===== src/hdl/scic_pkg.sv =====
// Shared types and constants for the scanline interrupt and coprocessor bus control core
package scic_pkg;

	// Scanlines in one frame; line events at or past this are ignored
	localparam logic [9:0] LINES_PER_FRAME = 10'd262;

	// Configuration register indexes
	localparam logic [2:0] REG_LINE_RELOAD  = 3'd0;
	localparam logic [2:0] REG_LINE_IRQ_EN  = 3'd1;
	localparam logic [2:0] REG_FRAME_IRQ_EN = 3'd2;
	localparam logic [2:0] REG_INTERLACE    = 3'd3;
	localparam logic [2:0] REG_ACTIVE_END   = 3'd4;

	// Configuration reset values
	localparam logic [7:0] RST_LINE_RELOAD = 8'd255;
	localparam logic [8:0] RST_ACTIVE_END  = 9'd224;

	// Interrupt levels seen on acknowledge
	localparam logic [2:0] LEVEL_LINE  = 3'd4;
	localparam logic [2:0] LEVEL_FRAME = 3'd6;

	// Event kinds; the eighth code means nothing
	typedef enum logic [2:0] {
		ACT_FRAME_START  = 3'd0,
		ACT_LINE_END     = 3'd1,
		ACT_IRQ_ACK      = 3'd2,
		ACT_BUSREQ_WRITE = 3'd3,
		ACT_RESET_WRITE  = 3'd4,
		ACT_BANK_WRITE   = 3'd5,
		ACT_BUSACK_READ  = 3'd6
	} action_t;

	typedef struct packed {
		logic [7:0] line_reload;
		logic       line_irq_enable;
		logic       frame_irq_enable;
		logic       interlace_mode;
		logic [8:0] active_end_line;
	} cfg_t;

	typedef struct packed {
		logic [2:0] action;
		logic [8:0] line_number;
		logic [2:0] ack_level;
		logic       bit_value;
	} item_t;

	typedef struct packed {
		logic [23:0] bank_base;
		logic        bus_ack;
		logic        coproc_irq;
		logic        frame_pending;
		logic        line_pending;
		logic [7:0]  status_bits;
		logic        frame_irq;
		logic        line_irq;
	} res_t;

endpackage


===== src/hdl/scic_cfg.sv =====
// APB configuration registers of the scanline interrupt core
module scic_cfg import scic_pkg::*; (
	input  logic        clk,
	input  logic        arst_n,
	input  logic        psel,
	input  logic        penable,
	input  logic        pwrite,
	input  logic [4:0]  paddr,
	input  logic [31:0] pwdata,
	output logic [31:0] prdata,
	output logic        pready,
	output cfg_t        cfg
);

	cfg_t       cfg_q;
	logic       wr_en;
	logic [2:0] reg_idx;

	assign pready  = 1'b1;
	assign wr_en   = psel & penable & pwrite & pready;
	assign reg_idx = paddr[4:2];
	assign cfg     = cfg_q;

	// Write the addressed register on the access beat
	always_ff @(posedge clk or negedge arst_n) begin
		if (!arst_n) begin
			cfg_q.line_reload      <= RST_LINE_RELOAD;
			cfg_q.line_irq_enable  <= 1'b0;
			cfg_q.frame_irq_enable <= 1'b0;
			cfg_q.interlace_mode   <= 1'b0;
			cfg_q.active_end_line  <= RST_ACTIVE_END;
		end else if (wr_en) begin
			case (reg_idx)
				REG_LINE_RELOAD:  cfg_q.line_reload      <= pwdata[7:0];
				REG_LINE_IRQ_EN:  cfg_q.line_irq_enable  <= pwdata[0];
				REG_FRAME_IRQ_EN: cfg_q.frame_irq_enable <= pwdata[0];
				REG_INTERLACE:    cfg_q.interlace_mode   <= pwdata[0];
				REG_ACTIVE_END:   cfg_q.active_end_line  <= pwdata[8:0];
				default: ;
			endcase
		end
	end

	// Return the addressed register
	always_comb begin
		prdata = '0;
		case (reg_idx)
			REG_LINE_RELOAD:  prdata = {24'd0, cfg_q.line_reload};
			REG_LINE_IRQ_EN:  prdata = {31'd0, cfg_q.line_irq_enable};
			REG_FRAME_IRQ_EN: prdata = {31'd0, cfg_q.frame_irq_enable};
			REG_INTERLACE:    prdata = {31'd0, cfg_q.interlace_mode};
			REG_ACTIVE_END:   prdata = {23'd0, cfg_q.active_end_line};
			default:          prdata = '0;
		endcase
	end

endmodule


===== src/hdl/scic_event.sv =====
// Event decode, interrupt state and coprocessor control bits
module scic_event import scic_pkg::*; (
	input  logic  clk,
	input  logic  arst_n,
	input  cfg_t  cfg,
	input  logic  fire,
	input  item_t item,
	output res_t  res
);

	// Line counter is 8 bits wide, as wide as the reload value
	logic [7:0] cnt_q,   cnt_d;
	logic       vblank_q, vblank_d;
	logic       odd_q,   odd_d;
	logic       vint_q,  vint_d;
	logic       lpend_q, lpend_d;
	logic       fpend_q, fpend_d;
	logic       cirq_q,  cirq_d;
	logic       breq_q,  breq_d;
	logic       crst_q,  crst_d;
	// Bank bits 15 to 23, bit 15 lowest
	logic [8:0] bank_q,  bank_d;
	logic       raise4, raise6;
	logic       line_in_frame;

	assign line_in_frame = {1'b0, item.line_number} < LINES_PER_FRAME;

	// Work out the state after this event
	always_comb begin
		cnt_d    = cnt_q;
		vblank_d = vblank_q;
		odd_d    = odd_q;
		vint_d   = vint_q;
		lpend_d  = lpend_q;
		fpend_d  = fpend_q;
		cirq_d   = cirq_q;
		breq_d   = breq_q;
		crst_d   = crst_q;
		bank_d   = bank_q;
		raise4   = 1'b0;
		raise6   = 1'b0;
		case (item.action)
			ACT_FRAME_START: begin
				vblank_d = 1'b0;
				if (cfg.interlace_mode)
					odd_d = ~odd_q;
			end
			ACT_LINE_END: begin
				if (line_in_frame) begin
					cirq_d = 1'b0;
					if (item.line_number <= cfg.active_end_line) begin
						if (cnt_q == 8'd0) begin
							cnt_d   = cfg.line_reload;
							lpend_d = 1'b1;
							raise4  = cfg.line_irq_enable;
						end else begin
							cnt_d = cnt_q - 8'd1;
						end
					end else begin
						cnt_d = cfg.line_reload;
					end
					if (item.line_number == cfg.active_end_line) begin
						vblank_d = 1'b1;
						vint_d   = 1'b1;
						fpend_d  = 1'b1;
						raise6   = cfg.frame_irq_enable;
						if (crst_q && !breq_q)
							cirq_d = 1'b1;
					end
				end
			end
			ACT_IRQ_ACK: begin
				if (item.ack_level == LEVEL_LINE) begin
					lpend_d = 1'b0;
				end else if (item.ack_level == LEVEL_FRAME) begin
					vint_d  = 1'b0;
					fpend_d = 1'b0;
				end
			end
			ACT_BUSREQ_WRITE: breq_d = item.bit_value;
			ACT_RESET_WRITE:  crst_d = item.bit_value;
			ACT_BANK_WRITE:   bank_d = {item.bit_value, bank_q[8:1]};
			default: ;
		endcase
	end

	// Advance the state when the event leaves the input stage
	always_ff @(posedge clk or negedge arst_n) begin
		if (!arst_n) begin
			cnt_q    <= '0;
			vblank_q <= 1'b0;
			odd_q    <= 1'b0;
			vint_q   <= 1'b0;
			lpend_q  <= 1'b0;
			fpend_q  <= 1'b0;
			cirq_q   <= 1'b0;
			breq_q   <= 1'b0;
			crst_q   <= 1'b0;
			bank_q   <= '0;
		end else if (fire) begin
			cnt_q    <= cnt_d;
			vblank_q <= vblank_d;
			odd_q    <= odd_d;
			vint_q   <= vint_d;
			lpend_q  <= lpend_d;
			fpend_q  <= fpend_d;
			cirq_q   <= cirq_d;
			breq_q   <= breq_d;
			crst_q   <= crst_d;
			bank_q   <= bank_d;
		end
	end

	// Report the state after the event
	always_comb begin
		res.line_irq      = raise4;
		res.frame_irq     = raise6;
		res.status_bits   = {vint_d, 2'b00, odd_d, vblank_d, 3'b000};
		res.line_pending  = lpend_d;
		res.frame_pending = fpend_d;
		res.coproc_irq    = cirq_d;
		res.bus_ack       = ~(breq_d & crst_d);
		res.bank_base     = {bank_d, 15'd0};
	end

endmodule


===== src/hdl/scic_out_reg.sv =====
// Result register on the master-side stream
module scic_out_reg import scic_pkg::*; (
	input  logic        clk,
	input  logic        arst_n,
	input  logic        in_valid,
	input  res_t        in_res,
	output logic        in_ready,
	output logic        m_tvalid,
	input  logic        m_tready,
	output logic [39:0] m_tdata
);

	logic valid_q;
	res_t res_q;

	assign in_ready = !valid_q || m_tready;
	assign m_tvalid = valid_q;
	assign m_tdata  = {2'b00, res_q};

	// Hold the result until the beat is taken
	always_ff @(posedge clk or negedge arst_n) begin
		if (!arst_n)
			valid_q <= 1'b0;
		else if (in_ready)
			valid_q <= in_valid;
	end

	always_ff @(posedge clk) begin
		if (in_ready && in_valid)
			res_q <= in_res;
	end

endmodule


===== src/hdl/scanline_interrupt_and_z80_bus_control_core.sv =====
// Scanline interrupt timing and coprocessor bus control, top level
// Path: a result passes the input register, then the result register.
// Throughput: one beat per cycle while m_tready does not stall the output; the event logic
// between the two registers is a single pass of decrement, compares and flag updates.
// Reset: arst_n asynchronously clears the valid flags and event state and loads register defaults.
module scanline_interrupt_and_z80_bus_control_core import scic_pkg::*; (
	input  logic        clk,
	input  logic        arst_n,
	// APB configuration port
	input  logic        psel,
	input  logic        penable,
	input  logic        pwrite,
	input  logic [4:0]  paddr,
	input  logic [31:0] pwdata,
	output logic [31:0] prdata,
	output logic        pready,
	// Event stream in
	input  logic        s_tvalid,
	output logic        s_tready,
	input  logic [15:0] s_tdata,  // [8:0] line_number, [11:9] ack_level, [12] bit_value
	input  logic [2:0]  s_tuser,  // [2:0] action
	// Result stream out
	output logic        m_tvalid,
	input  logic        m_tready,
	// [0] line_irq, [1] frame_irq, [9:2] status_bits, [10] line_pending,
	// [11] frame_pending, [12] coproc_irq, [13] bus_ack, [37:14] bank_base
	output logic [39:0] m_tdata
);

	cfg_t  cfg;
	item_t item_s1;
	logic  valid_s1;
	logic  adv_s1;
	logic  fire_s1;
	res_t  res_s1;

	scic_cfg u_cfg (
		.clk     (clk),
		.arst_n  (arst_n),
		.psel    (psel),
		.penable (penable),
		.pwrite  (pwrite),
		.paddr   (paddr),
		.pwdata  (pwdata),
		.prdata  (prdata),
		.pready  (pready),
		.cfg     (cfg)
	);

	// Input register
	assign s_tready = !valid_s1 || adv_s1;
	assign fire_s1  = valid_s1 && adv_s1;

	always_ff @(posedge clk or negedge arst_n) begin
		if (!arst_n)
			valid_s1 <= 1'b0;
		else if (s_tready)
			valid_s1 <= s_tvalid;
	end

	always_ff @(posedge clk) begin
		if (s_tready && s_tvalid) begin
			item_s1.action      <= s_tuser;
			item_s1.line_number <= s_tdata[8:0];
			item_s1.ack_level   <= s_tdata[11:9];
			item_s1.bit_value   <= s_tdata[12];
		end
	end

	scic_event u_event (
		.clk    (clk),
		.arst_n (arst_n),
		.cfg    (cfg),
		.fire   (fire_s1),
		.item   (item_s1),
		.res    (res_s1)
	);

	scic_out_reg u_out (
		.clk      (clk),
		.arst_n   (arst_n),
		.in_valid (valid_s1),
		.in_res   (res_s1),
		.in_ready (adv_s1),
		.m_tvalid (m_tvalid),
		.m_tready (m_tready),
		.m_tdata  (m_tdata)
	);

	// A raised line interrupt always leaves its pending flag set
	a_line_irq_pending: assert property (@(posedge clk) disable iff (!arst_n)
		m_tvalid && m_tdata[0] |-> m_tdata[10])
		else $error("line interrupt raised without pending flag");

	// A raised frame interrupt sets the vertical flag and its pending flag
	a_frame_irq_pending: assert property (@(posedge clk) disable iff (!arst_n)
		m_tvalid && m_tdata[1] |-> m_tdata[9] && m_tdata[11])
		else $error("frame interrupt raised without status or pending flag");

	// An event held in the input stage stays there while the output stalls
	a_s1_hold: assert property (@(posedge clk) disable iff (!arst_n)
		valid_s1 && !adv_s1 |=> valid_s1 && $stable(item_s1))
		else $error("input stage lost an event under stall");

	// Bank base only ever carries bits 15 to 23
	a_bank_low_zero: assert property (@(posedge clk) disable iff (!arst_n)
		m_tvalid |-> m_tdata[28:14] == 15'd0)
		else $error("bank base low bits set");

endmodule

===== config.mk =====
export PLATFORM = sky130hd
export DESIGN_NAME = scanline_interrupt_and_z80_bus_control_core
export DESIGN_NICKNAME = d
export VERILOG_FILES = /design/src/hdl/scic_pkg.sv /design/src/hdl/scic_cfg.sv /design/src/hdl/scic_event.sv /design/src/hdl/scic_out_reg.sv /design/src/hdl/scanline_interrupt_and_z80_bus_control_core.sv
export SDC_FILE = /design/constraint.sdc
export NUM_CORES = 1
export LEC_CHECK = 0
export BUFFER_PORTS_ARGS = -buffer_cell sky130_fd_sc_hd__buf_2
export CORE_MARGIN = 4
export CORE_UTILIZATION = 51
export CTS_BUF_LIST = sky130_fd_sc_hd__clkbuf_16
export DETAILED_ROUTE_END_ITERATION = 10
export PLACE_DENSITY = 0.8
export REMOVE_ABC_BUFFERS = 1
export SLEW_MARGIN = 40
export SYNTH_ARGS = -nofsm -noshare
export SYNTH_HDL_FRONTEND = slang
export SYNTH_SLANG_ARGS = --single-unit

===== constraint.sdc =====
create_clock -name clk -period 2.53 [get_ports clk]
set_input_delay 0.506 -clock clk [delete_from_list [all_inputs] [get_ports clk]]
set_output_delay 0.506 -clock clk [all_outputs]
set_load 0.02 [all_outputs]

==> run summary <==
#FFs+latches synth - 81
GRT Total Usage - 18.2%
Number of synthesis warnings - 0
Critical R2R Launch - u_cfg.cfg[7]
Async SR Flop Fraction - 58.0%
Distinct cells, synth - 47
H-tree depth - 3
IO Port Bufs - 63
Clock root buffer - clkbuf_16
Antenna violations before repair - 0
Final WS setup - 0.190 ns
Global-route wire length before repair - 14.1 mm
Top delay family on crit path - simple AND/OR/NAND/NOR gates
Core Footprint - 7890 um^2
Drc violations - 0
GRT overflow - 0
Placed insts - 557
Gpl congestion - 0.865
Status - finished, final reports clean
Worst endpoint data arrival time - 2.56 ns
CP endpoint - u_event.cnt_q[0]
Final total power - 0.00372 W
VDD IR-drop max - 0.000518 V
Slowest Stage Delay on Critical Path - 0.53 ns
Crit-path max FO - 12
Setup_tns - 0 ns
Tmin final - 2.34 ns
CP cell instances - inv_1 > ha_1 > nand4_1 > nor3b_2 > nor4_1 > buf_4 > or2_2 > a211o_1
R2R depth - 8
RSZ-0062 raised after global routing - no
R2R setup slack - 0.19 ns
Final Core Density - 60.8%
Worst setup path startpoint - u_cfg.cfg[7]
Max-cap viol count - 0
Worst-Margin Slew - 0.667 ns
Vias/cell - 5.17
Slew HR - 55.6%
DIE AREA - 9760 um^2
Routed vias - 2960
Io pins - 138
Layout Nets - 540
Die X - 98.8 um
Register area share after synthesis - 52.6%
CTS tree - yes
Post-Syn Instances - 397
Post-CTS setup buffers - 0
Slowest CP cell - dfstp_2
Initial Util - 53.3%
Area growth syn-to-layout - 14.0%
Routed WL per cell - 14.9 um
Drt total wl - 8.53 mm
Final setup viols - 0
Vias in the first global route - 2977
Clock Skew - 0.00968 ns
Ys flop type - dfrtp_1
DP Worst Slack - 0.172 ns
Worst path required time - 2.75 ns
WS Path Type - reg2reg
# clock sinks - 81
Leak Pwr - 2.18 nW
Fin crit share - 92.5%
TritonCTS Buffers - 9
Final hold viol count - 0
Ant diodes - 0
Post-synth EDFFs - 34
First-pass iteration count of the detailed router - 4
Non-Filler Instances - 573
Die H - 98.8 um
FMAX - 427 MHz
Power per cell area - 777 nW/um^2
Crit path launch type - register
Post-route ant nets - 0
WP buf/inv - 2
Worst-path clk slew - 0.07 ns
Layout cells sized above 1 - 27.8%
Reg2reg end - u_event.cnt_q[0]
DRT iter0 DRCs - 151
Synth Cell Area - 4200 um^2
Syn avg cell area - 10.6 um^2
Max Slew Vio Count - 0
Worst path depth - 8
Worst Hold Class - in2async
CTS Buffer Depth - 2
CP endpoint kind - register
Site Rows - 32
Post-DP HPWL - 6.38 mm
Largest net degree at the start of global routing - 28
Clock latency on the worst-skew pair - 0.34 ns
[per-layer routing]
layer	vias to the layer above	part of all wire, %	track usage, %	routed length, um
li1	1431	-	-	-
met1	1401	41	21.7	3500
met2	113	50	30.7	4230
met3	15	7.4	3.68	630
met4	0	2.0	9.87	173
met5	-	0	0	0
[cell usage after synthesis (2+ instances only)]
| library cell | count | area, um^2 |
|---|---|---|
| o21a_1 | 4 | 30.0 |
| or4_1 | 2 | 15.0 |
| xnor2_1 | 2 | 17.5 |
| nand4_1 | 2 | 12.5 |
| or2_2 | 2 | 12.5 |
| and4_1 | 2 | 17.5 |
| o211ai_1 | 9 | 67.6 |
| nor2_1 | 22 | 82.6 |
| edfxtp_1 | 34 | 1020 |
| nor3b_1 | 2 | 15.0 |
| nor4_1 | 10 | 62.6 |
| dfstp_2 | 11 | 289 |
| mux2_2 | 22 | 248 |
| conb_1 | 2 | 7.51 |
| dfrtp_1 | 36 | 901 |
| or3b_2 | 2 | 17.5 |
| nand2_1 | 64 | 240 |
| o21ai_0 | 15 | 75.1 |
| buf_2 | 3 | 15.0 |
| nor2b_1 | 3 | 18.8 |
| a21oi_1 | 6 | 30.0 |
| nor3_1 | 7 | 35.0 |
| or3_1 | 2 | 12.5 |
| and2_1 | 3 | 18.8 |
| nand3b_1 | 3 | 22.5 |
| and4b_1 | 2 | 20.0 |
| nand3_1 | 6 | 30.0 |
| mux2i_1 | 7 | 70.1 |
| nand2b_1 | 6 | 37.5 |
| nor3_2 | 2 | 20.0 |
| ha_1 | 11 | 138 |
| inv_1 | 20 | 75.1 |
| o31a_1 | 2 | 17.5 |
| o22ai_1 | 5 | 31.3 |
| clkbuf_1 | 9 | 33.8 |
| buf_4 | 46 | 345 |
[logic make-up after synthesis]
group,after synthesis,share of synthesized area (%)
AOI/OAI and AO/OA,48,7.35
xor gates and xnor gates,2,0.417
buffers and inverters,79,11.2
other,2,0.179
and+or+nand+nor,144,16.8
muxes,30,8.10
DFF,81,52.6
adders and majority gates,11,3.27
[registers in the layout (all words and copies together) (netlist names), 8 cells and up]
signal / cells
u_event.bank_q: 9
u_out.m_tdata: 18
item_s1: 16
u_cfg.cfg: 20
u_event.cnt_q: 8
[cell type report]
class / instances / area, um^2
fill: 609 / 3100
clock buffer: 9 / 225
multi-input combinational: 281 / 1700
sequential: 81 / 2210
inverter: 20 / 75.1
timing repair buffer: 73 / 403
tap: 102 / 128
clock inverter: 7 / 53.8
[where the power goes]
part           total (W)  switching (W)  internal (W)
logic           0.000800       0.000496      0.000304
clock network    0.00120       0.000531      0.000672
registers        0.00172       0.000118       0.00160
[per-stage QoR]
step	instance area (um^2)	hold slack, ns
floorplan	3970	0.210
global placement	4500	0.457
detailed placement	4500	0.458
CTS	4780	0.149
global route	4790	0.169
finish	4790	0.146
[worst min path at each step]
| stage | start | endpoint | slack [ns] | cells after the start |
|---|---|---|---|---|
| floorplan | arst_n | u_cfg.cfg[0] | 0.21 | 0 |
| global placement | u_event.bank_q[0] | u_event.bank_q[0] | 0.46 | 2 |
| detailed placement | u_event.bank_q[0] | u_event.bank_q[0] | 0.46 | 2 |
| CTS | arst_n | u_cfg.cfg[8] | 0.15 | 1 |
| global route | arst_n | u_cfg.cfg[8] | 0.17 | 1 |
| finish | arst_n | u_cfg.cfg[8] | 0.15 | 1 |
[cells in the final DEF (no fill, tap or decap), types with 9 or more instances in the layout]
cell type / Yosys / routed
nor2_1: 22 / 22
dfrtp_1: 36 / 36
dfstp_2: 11 / 11
o21ai_0: 15 / 15
mux2_2: 22 / 22
ha_1: 11 / 11
clkbuf_16: 0 / 9
buf_2: 3 / 63
edfxtp_1: 34 / 34
o211ai_1: 9 / 9
nor4_1: 10 / 10
buf_4: 46 / 9
conb_1: 2 / 46
nand2_1: 64 / 64
inv_1: 20 / 20
[repair_timing]
action | in CTS | in global routing
endpoints found under the hold margin | 0 | 0
hold buffers | 0 | 0
setup endpoints to repair | 0 | 9
gates resized for setup | 0 | 3
(Power assumes the default switching activity.)
